**src/design/lpdc_pkg.sv**
```systemverilog
package lpdc_pkg;

  localparam int POS_W   = 24;
  localparam int ERR_W   = 25;
  localparam int SPAN_W  = 20;
  localparam int HOLD_W  = 7;
  localparam int PWR_W   = 8;
  localparam int MODE_W  = 3;
  localparam int IDX_W   = 3;
  localparam int PROD_W  = 28;
  localparam int NUM_W   = 29;
  localparam int DVD_W   = 30;
  localparam int DVS_W   = 21;
  localparam int QUO_W   = 8;
  localparam int STEP_W  = 3;
  localparam int DSH_W   = DVS_W + QUO_W - 1;

  localparam logic [STEP_W-1:0] LAST_STEP = STEP_W'(QUO_W - 1);

  localparam logic [PWR_W-1:0] PWR_MAX = 8'sd127;
  localparam logic [PWR_W-1:0] PWR_MIN = -8'sd127;
  localparam logic [PWR_W-1:0] PWR_NEG_FULL = 8'h80;

  localparam logic [MODE_W-1:0] MODE_INVALID   = 3'd0;
  localparam logic [MODE_W-1:0] MODE_MANUAL    = 3'd1;
  localparam logic [MODE_W-1:0] MODE_AT_LIMIT  = 3'd2;
  localparam logic [MODE_W-1:0] MODE_HOLD_OFF  = 3'd3;
  localparam logic [MODE_W-1:0] MODE_PROFILE   = 3'd4;
  localparam logic [MODE_W-1:0] MODE_KICK      = 3'd5;

  localparam logic [IDX_W-1:0] REG_HOLD_EN   = 3'd0;
  localparam logic [IDX_W-1:0] REG_LOWER     = 3'd1;
  localparam logic [IDX_W-1:0] REG_UPPER     = 3'd2;
  localparam logic [IDX_W-1:0] REG_HOLD_PWR  = 3'd3;
  localparam logic [IDX_W-1:0] REG_SLOWDOWN  = 3'd4;
  localparam logic [IDX_W-1:0] REG_KICK      = 3'd5;

  typedef struct packed {
    logic busy;
    logic done;
  } div_status_t;

endpackage

```
**src/design/lpdc_div.sv**
```systemverilog
module lpdc_div (
  input  logic                              clk,
  input  logic                              rst,
  input  logic                              start,
  input  logic [lpdc_pkg::DVD_W-1:0]        dividend,
  input  logic [lpdc_pkg::DVS_W-1:0]        divisor,
  output logic [lpdc_pkg::QUO_W-1:0]        quotient,
  output lpdc_pkg::div_status_t             status
);

  logic [lpdc_pkg::DVD_W-1:0]  rem;
  logic [lpdc_pkg::DSH_W-1:0]  dsh;
  logic [lpdc_pkg::STEP_W-1:0] step;
  logic                        busy;
  logic                        done;
  logic [lpdc_pkg::DVD_W-1:0]  dsh_ext;
  logic                        fits;

  assign dsh_ext = {{(lpdc_pkg::DVD_W-lpdc_pkg::DSH_W){1'b0}}, dsh};
  assign fits    = rem >= dsh_ext;

  always_ff @(posedge clk) begin
    if (rst) begin
      busy <= 1'b0;
      done <= 1'b0;
      step <= '0;
    end else begin
      done <= 1'b0;
      if (start) begin
        busy <= 1'b1;
        step <= '0;
      end else if (busy) begin
        step <= step + 1'b1;
        if (step == lpdc_pkg::LAST_STEP) begin
          busy <= 1'b0;
          done <= 1'b1;
        end
      end
    end
  end

  always_ff @(posedge clk) begin
    if (start) begin
      rem      <= dividend;
      dsh      <= {divisor, {(lpdc_pkg::QUO_W-1){1'b0}}};
      quotient <= '0;
    end else if (busy) begin
      if (fits) begin
        rem <= rem - dsh_ext;
      end
      quotient <= {quotient[lpdc_pkg::QUO_W-2:0], fits};
      dsh      <= dsh >> 1;
    end
  end

  assign status.busy = busy;
  assign status.done = done;

endmodule

```
**src/design/lift_position_drive_controller.sv**
```systemverilog
// channel | signals                                               | transfer when
// in      | position_cdeg position_valid manual_power target_cdeg | in_valid & in_ready
// out     | motor_power drive_mode                                | out_valid & out_ready
// cfg     | cfg_write cfg_index cfg_data                          | cfg_write
//
// decided items pass S_DECIDE on the way to the result register; profile items inside
// the slowdown span also pass the 8-step shift-subtract divider behind one shared multiplier
// in_ready is high only while the sequencer is idle; a new item may enter while
// the last result still waits on out_ready
// rst is synchronous, active high, restores register defaults and clears tracking
module lift_position_drive_controller (
  input  logic                                   clk,
  input  logic                                   rst,
  input  logic                                   in_valid,
  output logic                                   in_ready,
  input  logic signed [lpdc_pkg::POS_W-1:0]      position_cdeg,
  input  logic                                   position_valid,
  input  logic signed [lpdc_pkg::PWR_W-1:0]      manual_power,
  input  logic signed [lpdc_pkg::POS_W-1:0]      target_cdeg,
  output logic                                   out_valid,
  input  logic                                   out_ready,
  output logic signed [lpdc_pkg::PWR_W-1:0]      motor_power,
  output logic [lpdc_pkg::MODE_W-1:0]            drive_mode,
  input  logic                                   cfg_write,
  input  logic [lpdc_pkg::IDX_W-1:0]             cfg_index,
  input  logic [lpdc_pkg::POS_W-1:0]             cfg_data
);

  localparam logic [2:0] S_IDLE   = 3'd0;
  localparam logic [2:0] S_DECIDE = 3'd1;
  localparam logic [2:0] S_MUL_A  = 3'd2;
  localparam logic [2:0] S_MUL_B  = 3'd3;
  localparam logic [2:0] S_DIV    = 3'd4;
  localparam logic [2:0] S_WAIT   = 3'd5;
  localparam logic [2:0] S_DONE   = 3'd6;

  logic [2:0] state;

  logic                               hold_enabled;
  logic signed [lpdc_pkg::POS_W-1:0]  lower_limit_cdeg;
  logic signed [lpdc_pkg::POS_W-1:0]  upper_limit_cdeg;
  logic [lpdc_pkg::HOLD_W-1:0]        hold_power;
  logic [lpdc_pkg::SPAN_W-1:0]        slowdown_cdeg;
  logic [lpdc_pkg::SPAN_W-1:0]        kick_threshold_cdeg;

  logic signed [lpdc_pkg::POS_W-1:0]  last_target;
  logic                               tracking_active;

  logic signed [lpdc_pkg::POS_W-1:0]  pos;
  logic signed [lpdc_pkg::POS_W-1:0]  target;
  logic signed [lpdc_pkg::PWR_W-1:0]  manual;
  logic                               valid;

  logic                               e_neg;
  logic [lpdc_pkg::SPAN_W-1:0]        mag_lo;
  logic [lpdc_pkg::HOLD_W-1:0]        h_reg;
  logic [lpdc_pkg::SPAN_W-1:0]        s_reg;
  logic [lpdc_pkg::PROD_W-1:0]        acc;
  logic [lpdc_pkg::NUM_W-1:0]         num_mag;
  logic                               num_neg;
  logic [lpdc_pkg::PWR_W-1:0]         power_res;
  logic [lpdc_pkg::MODE_W-1:0]        mode_res;

  logic signed [lpdc_pkg::ERR_W-1:0]  err;
  logic [lpdc_pkg::ERR_W-1:0]         mag;
  logic [lpdc_pkg::SPAN_W-1:0]        s_eff;
  logic                               changed;
  logic                               at_upper;
  logic                               at_lower;

  logic [lpdc_pkg::PWR_W-1:0]         mul_a;
  logic [lpdc_pkg::SPAN_W-1:0]        mul_b;
  logic [lpdc_pkg::PROD_W-1:0]        prod;

  logic                               div_start;
  logic [lpdc_pkg::DVD_W-1:0]         div_dividend;
  logic [lpdc_pkg::DVS_W-1:0]         div_divisor;
  logic [lpdc_pkg::QUO_W-1:0]         quotient;
  lpdc_pkg::div_status_t              div_status;
  logic [lpdc_pkg::QUO_W-1:0]         q_sat;
  logic                               load_out;

  assign in_ready = (state == S_IDLE) && !rst;
  assign load_out = (state == S_DONE) && (!out_valid || out_ready);

  assign err   = {target[lpdc_pkg::POS_W-1], target} - {pos[lpdc_pkg::POS_W-1], pos};
  assign mag   = err[lpdc_pkg::ERR_W-1] ? lpdc_pkg::ERR_W'(-err) : lpdc_pkg::ERR_W'(err);
  assign s_eff = (slowdown_cdeg == '0) ? lpdc_pkg::SPAN_W'(1) : slowdown_cdeg;
  assign changed  = !tracking_active || (target != last_target);
  assign at_upper = (manual > 0) && (pos >= upper_limit_cdeg);
  assign at_lower = (manual < 0) && (pos <= lower_limit_cdeg);

  // one multiplier shared by both product terms
  always_comb begin
    if (state == S_MUL_A) begin
      mul_a = {1'b0, h_reg};
      mul_b = s_reg;
    end else begin
      mul_a = e_neg ? (lpdc_pkg::PWR_MAX + {1'b0, h_reg}) : (lpdc_pkg::PWR_MAX - {1'b0, h_reg});
      mul_b = mag_lo;
    end
  end
  assign prod = {{(lpdc_pkg::PROD_W-lpdc_pkg::PWR_W){1'b0}}, mul_a}
              * {{(lpdc_pkg::PROD_W-lpdc_pkg::SPAN_W){1'b0}}, mul_b};

  assign div_start    = (state == S_DIV);
  assign div_dividend = {num_mag, 1'b0}
                      + {{(lpdc_pkg::DVD_W-lpdc_pkg::SPAN_W){1'b0}}, s_reg};
  assign div_divisor  = {s_reg, 1'b0};
  assign q_sat = (quotient > lpdc_pkg::PWR_MAX) ? lpdc_pkg::PWR_MAX : quotient;

  lpdc_div u_div (
    .clk      (clk),
    .rst      (rst),
    .start    (div_start),
    .dividend (div_dividend),
    .divisor  (div_divisor),
    .quotient (quotient),
    .status   (div_status)
  );

  always_ff @(posedge clk) begin
    if (rst) begin
      hold_enabled        <= 1'b1;
      lower_limit_cdeg    <= '0;
      upper_limit_cdeg    <= 24'sd36000;
      hold_power          <= 7'd25;
      slowdown_cdeg       <= 20'd15000;
      kick_threshold_cdeg <= 20'd100;
    end else if (cfg_write) begin
      case (cfg_index)
        lpdc_pkg::REG_HOLD_EN:  hold_enabled        <= cfg_data[0];
        lpdc_pkg::REG_LOWER:    lower_limit_cdeg    <= cfg_data;
        lpdc_pkg::REG_UPPER:    upper_limit_cdeg    <= cfg_data;
        lpdc_pkg::REG_HOLD_PWR: hold_power          <= cfg_data[lpdc_pkg::HOLD_W-1:0];
        lpdc_pkg::REG_SLOWDOWN: slowdown_cdeg       <= cfg_data[lpdc_pkg::SPAN_W-1:0];
        lpdc_pkg::REG_KICK:     kick_threshold_cdeg <= cfg_data[lpdc_pkg::SPAN_W-1:0];
        default: ;
      endcase
    end
  end

  always_ff @(posedge clk) begin
    if (rst) begin
      state           <= S_IDLE;
      tracking_active <= 1'b0;
      last_target     <= '0;
      out_valid       <= 1'b0;
    end else begin
      if (out_valid && out_ready && !load_out) begin
        out_valid <= 1'b0;
      end
      case (state)
        S_IDLE: begin
          if (in_valid) begin
            state <= S_DECIDE;
          end
        end
        S_DECIDE: begin
          state <= S_DONE;
          if (!valid || manual != 0 || !hold_enabled) begin
            tracking_active <= 1'b0;
          end else begin
            if (changed) begin
              last_target     <= target;
              tracking_active <= 1'b1;
            end
            if (!(changed && mag > {5'b0, kick_threshold_cdeg})
                && mag < {5'b0, s_eff}) begin
              state <= S_MUL_A;
            end
          end
        end
        S_MUL_A: state <= S_MUL_B;
        S_MUL_B: state <= S_DIV;
        S_DIV:   state <= S_WAIT;
        S_WAIT: begin
          if (div_status.done) begin
            state <= S_DONE;
          end
        end
        S_DONE: begin
          if (load_out) begin
            out_valid <= 1'b1;
            state     <= S_IDLE;
          end
        end
        default: state <= S_IDLE;
      endcase
    end
  end

  always_ff @(posedge clk) begin
    if (in_valid && in_ready) begin
      pos    <= position_cdeg;
      target <= target_cdeg;
      manual <= manual_power;
      valid  <= position_valid;
    end
    if (load_out) begin
      motor_power <= power_res;
      drive_mode  <= mode_res;
    end
    case (state)
      S_DECIDE: begin
        e_neg  <= err[lpdc_pkg::ERR_W-1];
        mag_lo <= mag[lpdc_pkg::SPAN_W-1:0];
        h_reg  <= (target > 0) ? hold_power : '0;
        s_reg  <= s_eff;
        power_res <= '0;
        if (!valid) begin
          mode_res <= lpdc_pkg::MODE_INVALID;
        end else if (manual != 0) begin
          if (at_upper || at_lower) begin
            mode_res <= lpdc_pkg::MODE_AT_LIMIT;
          end else begin
            mode_res  <= lpdc_pkg::MODE_MANUAL;
            power_res <= (manual == lpdc_pkg::PWR_NEG_FULL) ? lpdc_pkg::PWR_MIN : manual;
          end
        end else if (!hold_enabled) begin
          mode_res <= lpdc_pkg::MODE_HOLD_OFF;
        end else if (changed && mag > {5'b0, kick_threshold_cdeg}) begin
          mode_res  <= lpdc_pkg::MODE_KICK;
          power_res <= err[lpdc_pkg::ERR_W-1] ? lpdc_pkg::PWR_MIN : lpdc_pkg::PWR_MAX;
        end else begin
          mode_res  <= lpdc_pkg::MODE_PROFILE;
          power_res <= err[lpdc_pkg::ERR_W-1] ? lpdc_pkg::PWR_MIN : lpdc_pkg::PWR_MAX;
        end
      end
      S_MUL_A: acc <= prod;
      S_MUL_B: begin
        if (!e_neg) begin
          num_mag <= {1'b0, acc} + {1'b0, prod};
          num_neg <= 1'b0;
        end else if (acc >= prod) begin
          num_mag <= {1'b0, acc - prod};
          num_neg <= 1'b0;
        end else begin
          num_mag <= {1'b0, prod - acc};
          num_neg <= 1'b1;
        end
      end
      S_WAIT: begin
        if (div_status.done) begin
          power_res <= num_neg ? lpdc_pkg::PWR_W'(-q_sat) : q_sat;
        end
      end
      default: ;
    endcase
  end

`ifndef ASSERT_OFF
  a_div_only_when_waiting: assert property (@(posedge clk) disable iff (rst)
    div_status.done |-> state == S_WAIT)
    else $error("divider finished outside the wait state");

  a_no_full_negative: assert property (@(posedge clk) disable iff (rst)
    out_valid |-> motor_power != lpdc_pkg::PWR_NEG_FULL)
    else $error("motor power out of range");

  a_kick_full_power: assert property (@(posedge clk) disable iff (rst)
    (out_valid && drive_mode == lpdc_pkg::MODE_KICK)
      |-> (motor_power == lpdc_pkg::PWR_MAX || motor_power == lpdc_pkg::PWR_MIN))
    else $error("kick without full power");

  a_zero_when_blocked: assert property (@(posedge clk) disable iff (rst)
    (out_valid && (drive_mode == lpdc_pkg::MODE_INVALID
      || drive_mode == lpdc_pkg::MODE_AT_LIMIT || drive_mode == lpdc_pkg::MODE_HOLD_OFF))
      |-> motor_power == '0)
    else $error("nonzero power in a blocked mode");

  a_tracking_after_kick: assert property (@(posedge clk) disable iff (rst)
    load_out && mode_res == lpdc_pkg::MODE_KICK |-> tracking_active)
    else $error("kick issued without a latched target");
`endif

endmodule
```
**config.mk**
```make
export PLATFORM = sky130hd
export DESIGN_NAME = lift_position_drive_controller
export DESIGN_NICKNAME = d
export VERILOG_FILES = /design/src/design/lpdc_pkg.sv /design/src/design/lpdc_div.sv /design/src/design/lift_position_drive_controller.sv
export SDC_FILE = /design/constraint.sdc
export NUM_CORES = 1
export LEC_CHECK = 0
export BUFFER_PORTS_ARGS = -buffer_cell sky130_fd_sc_hd__buf_2
export CORE_UTILIZATION = 55
export CTS_BUF_LIST = sky130_fd_sc_hd__clkbuf_4
export DETAILED_ROUTE_END_ITERATION = 10
export HOLD_SLACK_MARGIN = 0.06
export PLACE_DENSITY = 0.75
export SKIP_LAST_GASP = 1
export SYNTH_ARGS = -nofsm -noshare
export SYNTH_HDL_FRONTEND = slang
export SYNTH_HIERARCHICAL = 1
export SYNTH_SLANG_ARGS = --single-unit
```
**constraint.sdc**
```tcl
create_clock -name clk -period 10.62 [get_ports clk]
set_clock_uncertainty 0.15 [all_clocks]
set_input_delay 2.124 -clock clk [delete_from_list [all_inputs] [get_ports clk]]
set_output_delay 2.124 -clock clk [all_outputs]
set_load 0.1 [all_outputs]
```
==> impl_metrics.toml <==
[worst_setup_path]
required_ns = 11.05
crit_fanout = 19
r2r_slack_ns = 0.58
cpMaxStageDelayCell = "fa_1"
setup.worst_path.start_class = "register"
cp_top_family = "compound AO/OA/AOI/OAI gates"
r2r-end = "num_mag[25]"
critPathBufInv = 6
worstSetupEndpointType = "register"
critPathLaunch = "h_reg[3]"
timing.critical_path.to = "num_mag[25]"
crit_arrival_ns = 10.48
start_to_end_type_of_the_worst_setup_path = "register to register"
critPathMaxStageDelay_ns = 0.54
critical-path-top-cell-by-count = "fa_1"
r2r_start = "h_reg[3]"
timing.reg2reg.worst_path_depth = 39
timing.critical_path.depth = 39

[global_routing]
grt_use_met1 = 0.3517
gr-usage-all-layers = 0.2870
remaining_overflow_grt = 0
wire_length_of_the_first_global_routing_pass_mm = 126.8
number_of_antenna_violations_at_the_first_check_in_global_routing = 1
gr-max-usage-layer = "met2"
grtUsageMet3 = 0.04190
grt_use_met2 = 0.4808
vias_in_the_first_global_route = 24180
grt_start_max_net_pins = 101

[placed_design]
last_weighted_congestion_value_of_the_routability_driven_placer = 0.9495
portBuffers = 101
detailedPlacementHpwl_mm = 61.72

[status]
status = "complete, no violations"

[die]
vertical_die_dimension_um = 235.9
die_x_um = 235.9
initial_utilization = 0.5580
placementRows = 85
ios = 102
core_area_um2 = 53920
design.die.area_um2 = 55650

[timing]
number_of_pins_with_negative_max_slew_slack_in_the_final_report = 0
finalSetupViolCount = 0
achievable-frequency_mhz = 99.57
timing.final.crit_period_ns = 10.04
slew_headroom = 0.1795
tightest_slew_ns = 1.214
fin_setup_tns_ns = 0
period_share = 0.9456
timing.final.hold_violations = 0
rsz0062_at_grt = "false"

[hold_path]
holdCritPathClass = "register to register"

[drt]
route.detailed.drc = 0
dr.pass1.iters = 5
vias = 24660
initialDrtViolationCount = 1626
postRouteWirelength_mm = 79.31
drt-wirelength-per-cell_um = 18.50
drtAntennaViolNets = 0
detail_route.vias_per_cell = 5.753

[layout]
top_regs = "u_div/rem (30), num_mag (29)"
synth_to_layout_area_growth_pct = 8.117
final_nets = 4002
filler_cell_count = 4720
final-seq-area_um2 = 9990
final_core_util = 0.6033
largest_register_ffs = 30
largest-register = "u_div/rem"
multi_input_combinational_cell_area_um2 = 18010
post_route_cells_drive_above_1_share = 0.09972

[synthesis]
syn-cell-area_um2 = 30090
post_synth_inst_count = 3408
synth-warning-count = 6
syn_nets = 3905
synth.avg_cell_area_um2 = 8.829

[clock_tree]
clock-sinks = 381
clock_latency_ns = 0.91
clockRootBuffer = "clkbuf_4"
cts-hold-fix-buffers = 0
clk_transition_reported_paths_ns = 0.07
post-cts-setup-buffer-count = 0
tritoncts.num_buffers = 101
count_of_cells_resized_by_post_cts_repair = 0
clock_tree_from_tritoncts = "built"
h_tree_depth = 3
bufs_on_longest_clock_path = 3

[run]
cap_viol_max_count = 0
-- per-layer routing --
metal	routed length [um]	vias to the layer above
met1	32540	11520
met5	0	-
met3	4739	263
met4	4572	0
met2	37460	891
li1	-	11990
-- cell usage in the layout, fill, tap and decap left out, drive strengths merged, types with 24 or more instances in the layout --
master / instances
nor2b: 32
a31oi: 25
inv: 408
dfxtp: 145
xnor2: 109
o21a: 36
o21bai: 35
o21ai: 137
edfxtp: 236
clkinv: 43
a21o: 71
nand2: 391
xor2: 57
nand4: 44
nand3: 35
o31ai: 31
buf: 137
clkbuf: 139
mux2i: 76
fa: 114
nor3: 47
nor2: 332
a21oi: 283
nand2b: 30
nor4: 24
ha: 294
-- worst min-delay path by stage --
stage                  from              to  slack, ns  depth (start not counted)
6_report       power_res[4]  motor_power[4]       0.26                          0
5_1_grt         mode_res[1]   drive_mode[1]       0.28                          0
4_1_cts        power_res[4]  motor_power[4]       0.26                          0
3_5_place_dp    mode_res[1]   drive_mode[1]       0.25                          0
3_3_place_gp    mode_res[1]   drive_mode[1]       0.25                          0
2_1_floorplan   mode_res[0]   drive_mode[0]       0.25                          0
-- metrics by stage --
step                instance area (um^2)  std cells  hold slack (ns)  worst slack, ns
global placement                   31120       4098           0.2521           0.5118
global route                       32530       4287           0.2797          0.03540
floorplan                          30090       3408           0.2503           0.5392
CTS                                32480       4286           0.2645           0.2371
finish                             32530       4287           0.2644           0.5773
detailed placement                 31120       4098           0.2545           0.3263
-- cell type report --
class	instances	share of cell area
diodes	1	0.00007692
clock buffers	139	0.03208
clock inverters	49	0.009538
inverters	405	0.04681
multi-input cells	2479	0.5536
flip-flops and latches	381	0.3071
well taps	696	0.02677
repair buffers	137	0.02404
Power is left out: the tool's default activity adds up to more than one toggle a clock period on the data nets, which glitch-free logic cannot reach.
